--- config.mk ---
export PLATFORM = sky130hd
export DESIGN_NAME = crip_ctrl
export DESIGN_NICKNAME = d
export VERILOG_FILES = /design/src/rtl/crip_pkg.sv /design/src/rtl/crip_ctrl.sv
export SDC_FILE = /design/constraint.sdc
export NUM_CORES = 1
export LEC_CHECK = 0
export BUFFER_PORTS_ARGS = -buffer_cell sky130_fd_sc_hd__clkbuf_2
export CORE_UTILIZATION = 52
export DETAILED_ROUTE_END_ITERATION = 10
export PLACE_DENSITY_LB_ADDON = 0.25
export SLEW_MARGIN = 30
export SYNTH_ARGS = -nofsm -noshare
export SYNTH_HDL_FRONTEND = slang
export SYNTH_SLANG_ARGS = --single-unit
--- constraint.sdc ---
create_clock -name clk -period 4.59 [get_ports clk]
set_clock_uncertainty 0.2 [all_clocks]
set_input_delay 0.6885 -clock clk [delete_from_list [all_inputs] [get_ports clk]]
set_output_delay 0.6885 -clock clk [all_outputs]
set_load 0.03 [all_outputs]
--- src/rtl/crip_pkg.sv ---
// Shared constants, types and helpers for the color ramp interpolator.
`timescale 1ns / 1ps
package crip_pkg;

	localparam int MAX_MARKERS = 8;
	localparam int IDX_W = $clog2(MAX_MARKERS);
	localparam int CNT_W = 4;
	localparam int VAL_W = 16;
	localparam int DIV_STEPS = VAL_W;
	localparam int STEP_W = $clog2(DIV_STEPS);
	localparam int ADDR_W = 3;
	localparam int DATA_W = 32;

	localparam logic [1:0] FUNC_WR_COLOR = 2'd0;
	localparam logic [1:0] FUNC_WR_ALPHA = 2'd1;
	localparam logic [1:0] FUNC_SAMPLE = 2'd2;

	localparam logic REG_COLOR_COUNT = 1'b0;
	localparam logic REG_ALPHA_COUNT = 1'b1;

	typedef enum logic [3:0] {
		S_IDLE,
		S_FIRST_RD,
		S_FIRST_CHK,
		S_SCAN_RD,
		S_SCAN_CHK,
		S_MUL,
		S_LOAD,
		S_DIV,
		S_FINISH
	} state_t;

	typedef struct packed {
		logic mul;
		logic load;
		logic step;
	} lane_cmd_t;

	typedef struct packed {
		logic wr_color;
		logic wr_alpha;
		logic capture;
		logic first_rd;
		logic first_chk;
		logic scan_chk;
		logic [IDX_W-1:0] scan_idx;
		lane_cmd_t lane;
		logic res_load;
	} dp_cmd_t;

	typedef struct packed {
		logic all_done;
	} dp_sts_t;

	function automatic logic [CNT_W-1:0] sat_count(input logic [CNT_W-1:0] cnt);
		return (cnt > CNT_W'(MAX_MARKERS)) ? CNT_W'(MAX_MARKERS) : cnt;
	endfunction

endpackage

--- src/rtl/crip_ctrl.sv ---
// Controller state machine: handshakes, segment scan sequencing and divider steps.
`timescale 1ns / 1ps
module crip_ctrl import crip_pkg::*; (
	input  logic       clk,
	input  logic       arst_n,
	input  logic       in_valid,
	output logic       in_stall,
	input  logic [1:0] func,
	output logic       out_valid,
	input  logic       out_stall,
	output dp_cmd_t    cmd,
	input  dp_sts_t    sts
);

	state_t            state_q, state_d;
	logic [IDX_W-1:0]  idx_q;
	logic [STEP_W-1:0] step_q;
	logic              out_valid_q;
	logic              in_take;
	logic              slot_free;

	assign in_take   = (state_q == S_IDLE) && in_valid;
	assign slot_free = !out_valid_q || !out_stall;

	always_comb begin
		state_d = state_q;
		unique case (state_q)
			S_IDLE: begin
				if (in_take && (func == FUNC_SAMPLE)) begin
					state_d = S_FIRST_RD;
				end
			end
			S_FIRST_RD:  state_d = S_FIRST_CHK;
			S_FIRST_CHK: state_d = S_SCAN_RD;
			S_SCAN_RD:   state_d = sts.all_done ? S_MUL : S_SCAN_CHK;
			S_SCAN_CHK:  state_d = S_SCAN_RD;
			S_MUL:       state_d = S_LOAD;
			S_LOAD:      state_d = S_DIV;
			S_DIV: begin
				if (step_q == STEP_W'(DIV_STEPS - 1)) begin
					state_d = S_FINISH;
				end
			end
			S_FINISH: begin
				if (slot_free) begin
					state_d = S_IDLE;
				end
			end
			default: state_d = S_IDLE;
		endcase
	end

	always_comb begin
		cmd          = '0;
		cmd.scan_idx = idx_q;
		in_stall     = 1'b1;
		unique case (state_q)
			S_IDLE: begin
				in_stall     = 1'b0;
				cmd.wr_color = in_take && (func == FUNC_WR_COLOR);
				cmd.wr_alpha = in_take && (func == FUNC_WR_ALPHA);
				cmd.capture  = in_take && (func == FUNC_SAMPLE);
			end
			S_FIRST_RD:  cmd.first_rd = 1'b1;
			S_FIRST_CHK: cmd.first_chk = 1'b1;
			S_SCAN_RD:   cmd.first_rd = 1'b0;
			S_SCAN_CHK:  cmd.scan_chk = 1'b1;
			S_MUL:       cmd.lane.mul = 1'b1;
			S_LOAD:      cmd.lane.load = 1'b1;
			S_DIV:       cmd.lane.step = 1'b1;
			S_FINISH:    cmd.res_load = slot_free;
			default:     in_stall = 1'b1;
		endcase
	end

	always_ff @(posedge clk or negedge arst_n) begin
		if (!arst_n) begin
			state_q     <= S_IDLE;
			idx_q       <= '0;
			step_q      <= '0;
			out_valid_q <= 1'b0;
		end else begin
			state_q <= state_d;
			if (state_q == S_FIRST_CHK) begin
				idx_q <= '0;
			end else if (state_q == S_SCAN_CHK) begin
				idx_q <= idx_q + IDX_W'(1);
			end
			if (state_q == S_LOAD) begin
				step_q <= '0;
			end else if (state_q == S_DIV) begin
				step_q <= step_q + STEP_W'(1);
			end
			if (cmd.res_load) begin
				out_valid_q <= 1'b1;
			end else if (!out_stall) begin
				out_valid_q <= 1'b0;
			end
		end
	end

	assign out_valid = out_valid_q;

endmodule

Yosys cells after proc, flatten, opt, wreduce, memory -nomap -nowiden

Index checks and enable logic that the tools add are counted.

Multiplexer cells: 20
Add/sub/neg operators: 2
Reduce and logical (&&, ||, !) cells: 13
Equal/unequal tests: 15

Operators by type and width:

| operator                                                                | count |
|---|---|
| 4-bit one-hot mux with 8 select lines                                   | 1 |
| 4-bit two-way mux                                                       | 5 |
| 4-bit by 3-bit equality test with 1-bit output, second input constant   | 4 |
| 1-bit two-way mux                                                       | 11 |
| 3-bit two-way mux                                                       | 3 |
| 4-bit by 2-bit equality test with 1-bit output, second input constant   | 2 |
| 4-bit equality test, second input constant                              | 2 |
| 4-bit by 1-bit adder with 4-bit output, second input constant           | 1 |
| 4-bit by 1-bit equality test with 1-bit output, second input constant   | 1 |
| 1-bit logical AND                                                       | 4 |
| 4-bit zero test                                                         | 1 |
| 2-bit by 1-bit inequality test with 1-bit output, second input constant | 2 |
| 2-bit inequality test, second input constant                            | 2 |
| 2-bit nonzero test                                                      | 2 |
| 3-bit by 1-bit adder with 3-bit output, second input constant           | 1 |
| 3-bit AND reduction                                                     | 1 |
| 2-bit by 1-bit equality test with 1-bit output, second input constant   | 1 |
| 2-bit equality test, second input constant                              | 1 |
| 1-bit zero test                                                         | 2 |
| 2-bit zero test                                                         | 1 |
| 2-bit OR reduction                                                      | 1 |
| 1-bit logical OR                                                        | 1 |

Output and inout port bits: 15
Register bits: 12
Logic and storage cells: 54

Depth between registers and ports, before layout

Gate-level depths: netlist of run 1.

Word-level depth: 5
Gate-level depth with buffers: 4
Depth with buffers taken out: 4

Worst setup path before layout of run 1

No wires, ideal clock.

Path type: register to output
Start point: reg state_q[1]
End point: out cmd[10] (netlist bit)
Data arrival time: 1,782 ps
Path buffers: 1
Stages on the path, launching flop included: 4
Data required time: 3,702 ps
Slack: 1,919 ps
Cell sequence: dfrtp_1 or4_4 buf_6 nor3_1

RTL lines:

| item                     | line            | RTL |
|---|---|---|
| start: declaration       | crip_ctrl.sv:15 | `state_t state_q, state_d;` |
| start signal: assignment | crip_ctrl.sv:83 | `state_q <= state_d;` |
| end: declaration         | crip_ctrl.sv:11 | `output dp_cmd_t cmd,` |

==> results.cfg, run 1 <==
[outcome]
run_status = completed

[synth]
ys_ff_latch = 12
synth_top_cells_by_area = sky130_fd_sc_hd__dfrtp_1 (42%), sky130_fd_sc_hd__nor4b_2 (4.2%), sky130_fd_sc_hd__nand2_1 (3.6%), sky130_fd_sc_hd__ha_1 (3.5%), sky130_fd_sc_hd__a21oi_1 (2.8%)
synthesis.instances = 78
sequential_cell_area_fraction_in_the_yosys_report = 0.4167
ys_warn_count = 0
yosys.cell_types.count = 33
synth_area_per_cell_sq_um = 9.240
yosysTopAreaCell = sky130_fd_sc_hd__dfrtp_1
number_of_synthesized_flops_with_an_enable_pin = 0
mappedNetlistNets = 87
ys.flop_type = sky130_fd_sc_hd__dfrtp_1
synthDominantCellAreaShare = 0.4167
netlist_area_sq_um = 720.7
postSynth.asyncResetShare = 1.000

[timing]
layout_min_cycle_time_ns = 2.826
finalMaxSlewViolations = 0
tightest_slew_ns = 0.4421
worst_slew_margin_rel = 0.7053
min_period_over_period = 0.6158
finalHoldViolations = 0
max_freq_ghz = 0.3538
finalSetupViolCount = 0
totalNegativeSetupSlack_ns = 0
rsz0062_at_grt = no

[critical_path]
critPathCapture = cmd[11]
cp-start-kind = flop
worst-path-max-fanout = 16
critPathCaptureType = output pin
r2r-start = state_q[1]$_DFFE_PN0P_
required_ns = 3.70
number_of_cells_on_the_worst_reg_to_reg_path = 3
setup.reg_to_reg.worst_slack_ns = 2.82
reg2reg_to = state_q[0]$_DFFE_PN0P_
cp-startpoint = state_q[1]$_DFFE_PN0P_
timing.critical_path.arrival_ns = 1.94
worstSetupPathType = flop to output pin

[global_routing]
grt_pass1_vias = 563
grt_max_degree = 17
antenna_found_initial = 0
global_route_wire_length_before_repair_um = 2380
grt_remaining_overflow = 0
groute.usage.overall = 0.2460

[placed_design]
globalplace.congestion = 0.8510
placed_cell_area_sq_um = 815.8
dpl.hpwl_um = 1119
portBuffers = 21
placed_cells = 109

[clocking]
worst_setup_hold_path_clk_slew_ns = 0.07
cts-root-buf = sky130_fd_sc_hd__clkbuf_4
cts_buffers = 3
clock_insertion_delay_worst_skew_ns = 0.27
h-tree-depth = 1
buffer_count_from_post_cts_setup_fixing = 0
cts_hold_repair.buffers = 0
clock_sink_count = 12
tritoncts = yes
post_cts_resized = 0
clk_buf_depth = 2

[layout]
layout.cells.most_common = sky130_fd_sc_hd__clkbuf_2
final_stage_net_count = 108
layout.cells.non_filler = 113
area_growth_pct = 18.23
fillers = 111
layout-drive-gt1-share = 0.2857
finish.instance_area_sq_um = 852.1
layout_common_cells = sky130_fd_sc_hd__clkbuf_2 (21), sky130_fd_sc_hd__dfrtp_1 (12), sky130_fd_sc_hd__nand2_1 (7)
diode_count = 0

[floorplan]
floorplan.initialDensity = 0.5538
die_height_um = 39.23
chipWidth_um = 39.23
io_pins = 22
rows = 13
die_area_sq_um = 1539
area_of_the_core_region_sq_um = 1301

[hold_path]
min_path_type = input pin to asynchronous set/reset pin

[run]
drv.max_cap_violation_count = 0

[power]
switchingPower_uw = 180.1
total_power_consumption_of_the_routed_design_uw = 430.3
clkPwrFrac = 0.193
p_int_uw = 250.2
pwr_density_nw_per_um2 = 505.0
power.share.combinational = 0.396
power.switching_fraction = 0.4186
power_leakage_nw = 0.4265
seq_power_share = 0.411
ir_drop_uv = 374.0

[drt]
detail_route.wl_per_cell_um = 13.37
ant_nets = 0
route.detailed.drc = 0
via_per_inst = 6.142
route.final.wire_length_um = 1511
num_vias = 694
first_iter_violations = 21
drt_first_pass_iters = 4
[cell type report]
cell class | instances | area (sq um) | share of cell area
multi-input cells | 56 | 372.9 | 0.4376
flip-flops and latches | 12 | 300.3 | 0.3524
repair buffers | 21 | 105.1 | 0.1233
clock buffers | 4 | 36.28 | 0.04258
inverters | 5 | 18.77 | 0.02203
well taps | 15 | 18.77 | 0.02203
[Yosys cell counts (2+ instances only)]
cell and count:
sky130_fd_sc_hd__o21ai_0 2, sky130_fd_sc_hd__a22oi_1 2, sky130_fd_sc_hd__ha_1 2, sky130_fd_sc_hd__nor3b_1 2, sky130_fd_sc_hd__nor2_1 5, sky130_fd_sc_hd__o2bb2ai_1 2, sky130_fd_sc_hd__nor4b_2 2, sky130_fd_sc_hd__inv_1 5
sky130_fd_sc_hd__nand2b_1 2, sky130_fd_sc_hd__nand3_1 3, sky130_fd_sc_hd__nor3_1 4, sky130_fd_sc_hd__a21oi_1 4, sky130_fd_sc_hd__dfrtp_1 12, sky130_fd_sc_hd__nor4b_1 2, sky130_fd_sc_hd__clkbuf_1 2, sky130_fd_sc_hd__nand2_1 7
sky130_fd_sc_hd__buf_2 2, sky130_fd_sc_hd__a31oi_1 3
[logic make-up (layout without fill, tap and decap cells)]
logic type,after synthesis,in the layout,share of synthesized area
AND/OR/NAND/NOR,32,32,0.2709
AO/OA/AOI/OAI,22,22,0.2118
flip-flops,12,12,0.4167
buffers and inverters,10,30,0.06598
adder cells (fa/ha/maj),2,2,0.03472
[metrics by stage]
stage	hold slack, ns	util	worst slack (ns)
3_5_place_dp	0.3145	0.6269	2.059
5_1_grt	0.08643	0.6548	1.645
4_1_cts	0.08673	0.6548	1.743
3_3_place_gp	0.3055	0.6269	2.144
2_1_floorplan	0.1929	-	1.919
6_report	0.08385	0.6548	1.764
[state kept, by name (all words and copies together) (netlist names)]
register and count:
state_q 4, step_q 4, idx_q 3, out_valid 1
[critical path, stage by stage, from the launching register on]
cell and delay [ns]:
sky130_fd_sc_hd__dfrtp_1 0.54, sky130_fd_sc_hd__or4_4 0.62, sky130_fd_sc_hd__nor4b_2 0.26, sky130_fd_sc_hd__clkbuf_2 0.25
[worst min-delay path by stage]
stage	from	slack (ns)	to	depth (start not counted)
floorplan	arst_n	0.19	idx_q[0]$_DFFE_PN0P_	0
global placement	step_q[3]$_DFFE_PN0P_	0.31	step_q[3]$_DFFE_PN0P_	1
detailed placement	out_valid$_DFFE_PN0P_	0.31	out_valid$_DFFE_PN0P_	2
CTS	arst_n	0.09	idx_q[2]$_DFFE_PN0P_	1
global route	arst_n	0.09	idx_q[2]$_DFFE_PN0P_	1
finish	arst_n	0.08	idx_q[2]$_DFFE_PN0P_	1
[per-layer routing]
metal	wire (um)	track usage	vias to the layer above	part of all wire
met3	75	0.06936	2	0.050
met5	0	0	-	0
met2	741	0.3958	25	0.49
li1	-	-	335	-
met1	683	0.2948	332	0.45
met4	11	0.1293	0	0.0073
[power by group through the flow]
stage          logic [mW]  registers (mW)  clock network, mW
2_1_floorplan       0.132           0.172                  0
3_3_place_gp        0.169           0.176                  0
3_5_place_dp        0.170           0.177                  0
4_1_cts             0.171           0.176             0.0853
5_1_grt             0.189           0.182             0.0910
6_report            0.171           0.177             0.0830
(Power assumes the default switching activity.)
==> inputs of run 2 (changes only) <==
Settings changed: ABC_AREA set to 1, CORE_UTILIZATION 52 to 43.
Clock period 4.59 ns to 2.6 ns, I/O delays scaled along.
==> run 2 against run 1 <==
- sequential cell count did not move
- largest cell class unchanged
- global-route usage fell by 6.0 points
- hold slack improved by 0.055 ns
- sequential power rose by 94%
- via count fell by 6.1%
- critical path depth rose by 1
- wire length fell by 11%
- design area fell by 1.3%
- critical path type unchanged
- synthesized cell count rose by 14%
==> results.cfg, run 2 <==
[outcome]
run_status = completed

[synth]
synthesis.instances = 89
ys.flop_type = sky130_fd_sc_hd__dfrtp_1
postSynth.asyncResetShare = 1.000
synthTopCellsByCount = sky130_fd_sc_hd__nand2_1 (19), sky130_fd_sc_hd__nor2_1 (15), sky130_fd_sc_hd__dfrtp_1 (12), sky130_fd_sc_hd__inv_1 (12), sky130_fd_sc_hd__nand3_1 (7)
mappedNetlistNets = 98
yosysTopAreaCell = sky130_fd_sc_hd__dfrtp_1
netlist_area_sq_um = 670.6
ys_ff_latch = 12
ys_warn_count = 0
yosys.cell_types.count = 17
synthDominantCellAreaShare = 0.4478
number_of_synthesized_flops_with_an_enable_pin = 0
synth_most_common_cell = sky130_fd_sc_hd__nand2_1
sequential_cell_area_fraction_in_the_yosys_report = 0.4478
synth_top_cells_by_area = sky130_fd_sc_hd__dfrtp_1 (45%), sky130_fd_sc_hd__nand2_1 (11%), sky130_fd_sc_hd__nor2_1 (8.4%), sky130_fd_sc_hd__inv_1 (6.7%), sky130_fd_sc_hd__nand3_1 (5.2%)
synth_area_per_cell_sq_um = 7.535

[critical_path]
cp-start-kind = flop
timing.critical_path.arrival_ns = 1.56
number_of_cells_on_the_worst_reg_to_reg_path = 6
critPathCaptureType = output pin
required_ns = 2.01
worstSetupPathType = flop to output pin
setup.reg_to_reg.worst_slack_ns = 1.14
reg2reg_to = state_q[0]$_DFFE_PN0P_
worst-path-max-fanout = 5
r2r-start = state_q[2]$_DFFE_PN0P_

[layout]
layout-drive-gt1-share = 0.2609
fillers = 128
diode_count = 0
multiInputGateArea_sq_um = 317.8
final_stage_net_count = 125
layout_common_cells = sky130_fd_sc_hd__clkbuf_2 (21), sky130_fd_sc_hd__nand2_1 (19), sky130_fd_sc_hd__nor2_1 (15)
layout.cells.most_common = sky130_fd_sc_hd__clkbuf_2
area_growth_pct = 25.37
regArea_sq_um = 300.3
largest_regs = state_q: 4 flops, step_q: 4 flops, idx_q: 3 flops

[clocking]
post_cts_resized = 0
buffer_count_from_post_cts_setup_fixing = 0
cts-root-buf = sky130_fd_sc_hd__clkbuf_4
h-tree-depth = 1
worst_setup_hold_path_clk_slew_ns = 0.08
tritoncts = yes
clock_insertion_delay_worst_skew_ns = 0.28
clock_sink_count = 12
cts_buffers = 3
clk_buf_depth = 2

[floorplan]
chipWidth_um = 41.49
die_height_um = 41.49
area_of_the_core_region_sq_um = 1383
floorplan.initialDensity = 0.4851
io_pins = 22
rows = 13
die_area_sq_um = 1721

[placed_design]
globalplace.congestion = 0.8642
portBuffers = 21
dpl.hpwl_um = 1107

[drt]
detail_route.wl_per_cell_um = 10.38
route.final.wire_length_um = 1350
via_per_inst = 5.015
route.detailed.drc = 0
ant_nets = 0
drt_first_pass_iters = 4
first_iter_violations = 20
num_vias = 652

[power]
ir_drop_uv = 668.2
p_int_uw = 507.9
power.switching_fraction = 0.5023
clkPwrFrac = 0.148
power.share.combinational = 0.516
total_power_consumption_of_the_routed_design_mw = 1.020
pwr_density_nw_per_um2 = 1214
power_leakage_nw = 0.4779
seq_power_share = 0.336
switchingPower_uw = 512.5

[global_routing]
grt_pass1_vias = 596
global_route_wire_length_before_repair_um = 2456
antenna_found_initial = 0
groute.usage.overall = 0.1863
grt_remaining_overflow = 0
grt_max_degree = 13

[hold_path]
hold-path-endpoint = out_valid$_DFFE_PN0P_
min-delay-start = out_stall
min_path_type = input pin to flop
min_delay_path_depth = 3

[run]
drv.max_cap_violation_count = 0

[timing]
tightest_slew_ns = 0.3181
finalMaxSlewViolations = 0
min_period_over_period = 0.8283
rsz0062_at_grt = no
finalSetupViolCount = 0
layout_min_cycle_time_ns = 2.154
max_freq_ghz = 0.4644
totalNegativeSetupSlack_ns = 0
worst_slew_margin_rel = 0.7872
finalHoldViolations = 0
run 2: changes by cell type in the layout (fill, tap and decap cells not counted), moves of 2 or more:
| cell | before | now |
|---|---|---|
| sky130_fd_sc_hd__nor2_1 | 5 | 15 |
| sky130_fd_sc_hd__nor4b_1 | 2 | 0 |
| sky130_fd_sc_hd__nand3_1 | 3 | 7 |
| sky130_fd_sc_hd__o21ai_0 | 2 | 5 |
| sky130_fd_sc_hd__a22oi_1 | 2 | 0 |
| sky130_fd_sc_hd__nor2_4 | 0 | 2 |
| sky130_fd_sc_hd__nand2b_1 | 2 | 0 |
| sky130_fd_sc_hd__nor4b_2 | 2 | 0 |
| sky130_fd_sc_hd__inv_1 | 5 | 12 |
| sky130_fd_sc_hd__o2bb2ai_1 | 2 | 0 |
| sky130_fd_sc_hd__nand2_1 | 7 | 19 |
| sky130_fd_sc_hd__inv_2 | 0 | 2 |
| sky130_fd_sc_hd__a31oi_1 | 3 | 0 |
run 2: cells by family after synthesis:
group / synth area share
buffers and inverters: 0.07836
xor gates and xnor gates: 0.02612
adders and majority gates: 0.03731
DFF: 0.4478
AOI/OAI and AO/OA: 0.08395
and+or+nand+nor: 0.3265
run 2: layout make-up:
class	instances	area share
inverters	14	0.06250
multi-input cells	63	0.3780
well taps	15	0.02232
repair buffers	22	0.1369
flip-flops and latches	12	0.3571
clock buffers	4	0.04315
run 2: stage by stage:
stage / util / worst slack, ns / std cells / hold slack (ns) / area [sq um]
2_1_floorplan: - / 0.5895 / 89 / -0.1056 / 670.6
3_3_place_gp: 0.5747 / 0.8483 / 125 / 0.09053 / 794.5
3_5_place_dp: 0.5747 / 0.7656 / 125 / 0.09242 / 794.5
4_1_cts: 0.6081 / 0.4514 / 130 / 0.1319 / 840.8
5_1_grt: 0.6081 / 0.2758 / 130 / 0.1545 / 840.8
6_report: 0.6081 / 0.4465 / 130 / 0.1389 / 840.8
run 2: worst max path at each step:
stage	cells past startpoint	endpoint	start
final	4	cmd[10]	state_q[2]$_DFFE_PN0P_
after global routing	4	cmd[12]	state_q[2]$_DFFE_PN0P_
after CTS	4	cmd[10]	state_q[2]$_DFFE_PN0P_
after detailed placement	4	cmd[10]	state_q[2]$_DFFE_PN0P_
after global placement	4	cmd[10]	state_q[2]$_DFFE_PN0P_
after floorplan	3	cmd[10]	state_q[2]$_DFFE_PN0P_
run 2: routing by layer:
layer | share of wire | global-route usage
met1 | 0.47 | 0.2389
met2 | 0.45 | 0.2844
met3 | 0.053 | 0.03913
met4 | 0.029 | 0.1161
met5 | 0 | 0
run 2: worst max-delay path, cell delays in order (launching register included):
cell and delay (ns):
sky130_fd_sc_hd__dfrtp_1 0.42, sky130_fd_sc_hd__nor2_1 0.29, sky130_fd_sc_hd__nand3_1 0.17, sky130_fd_sc_hd__nor3_1 0.17, sky130_fd_sc_hd__clkbuf_2 0.23
run 2: repair_timing:
action,4_1_cts,5_1_grt
hold buffers,1,0
endpoints found under the setup margin,0,0
hold endpoints to repair,12,0
run 2: power groups by stage:
| stage | logic [mW] | clock network (mW) | registers (mW) |
|---|---|---|---|
| detailed placement | 0.529 | 0 | 0.347 |
| global route | 0.591 | 0.166 | 0.356 |
| floorplan | 0.372 | 0 | 0.364 |
| global placement | 0.519 | 0 | 0.340 |
| CTS | 0.532 | 0.156 | 0.343 |
| finish | 0.526 | 0.151 | 0.343 |
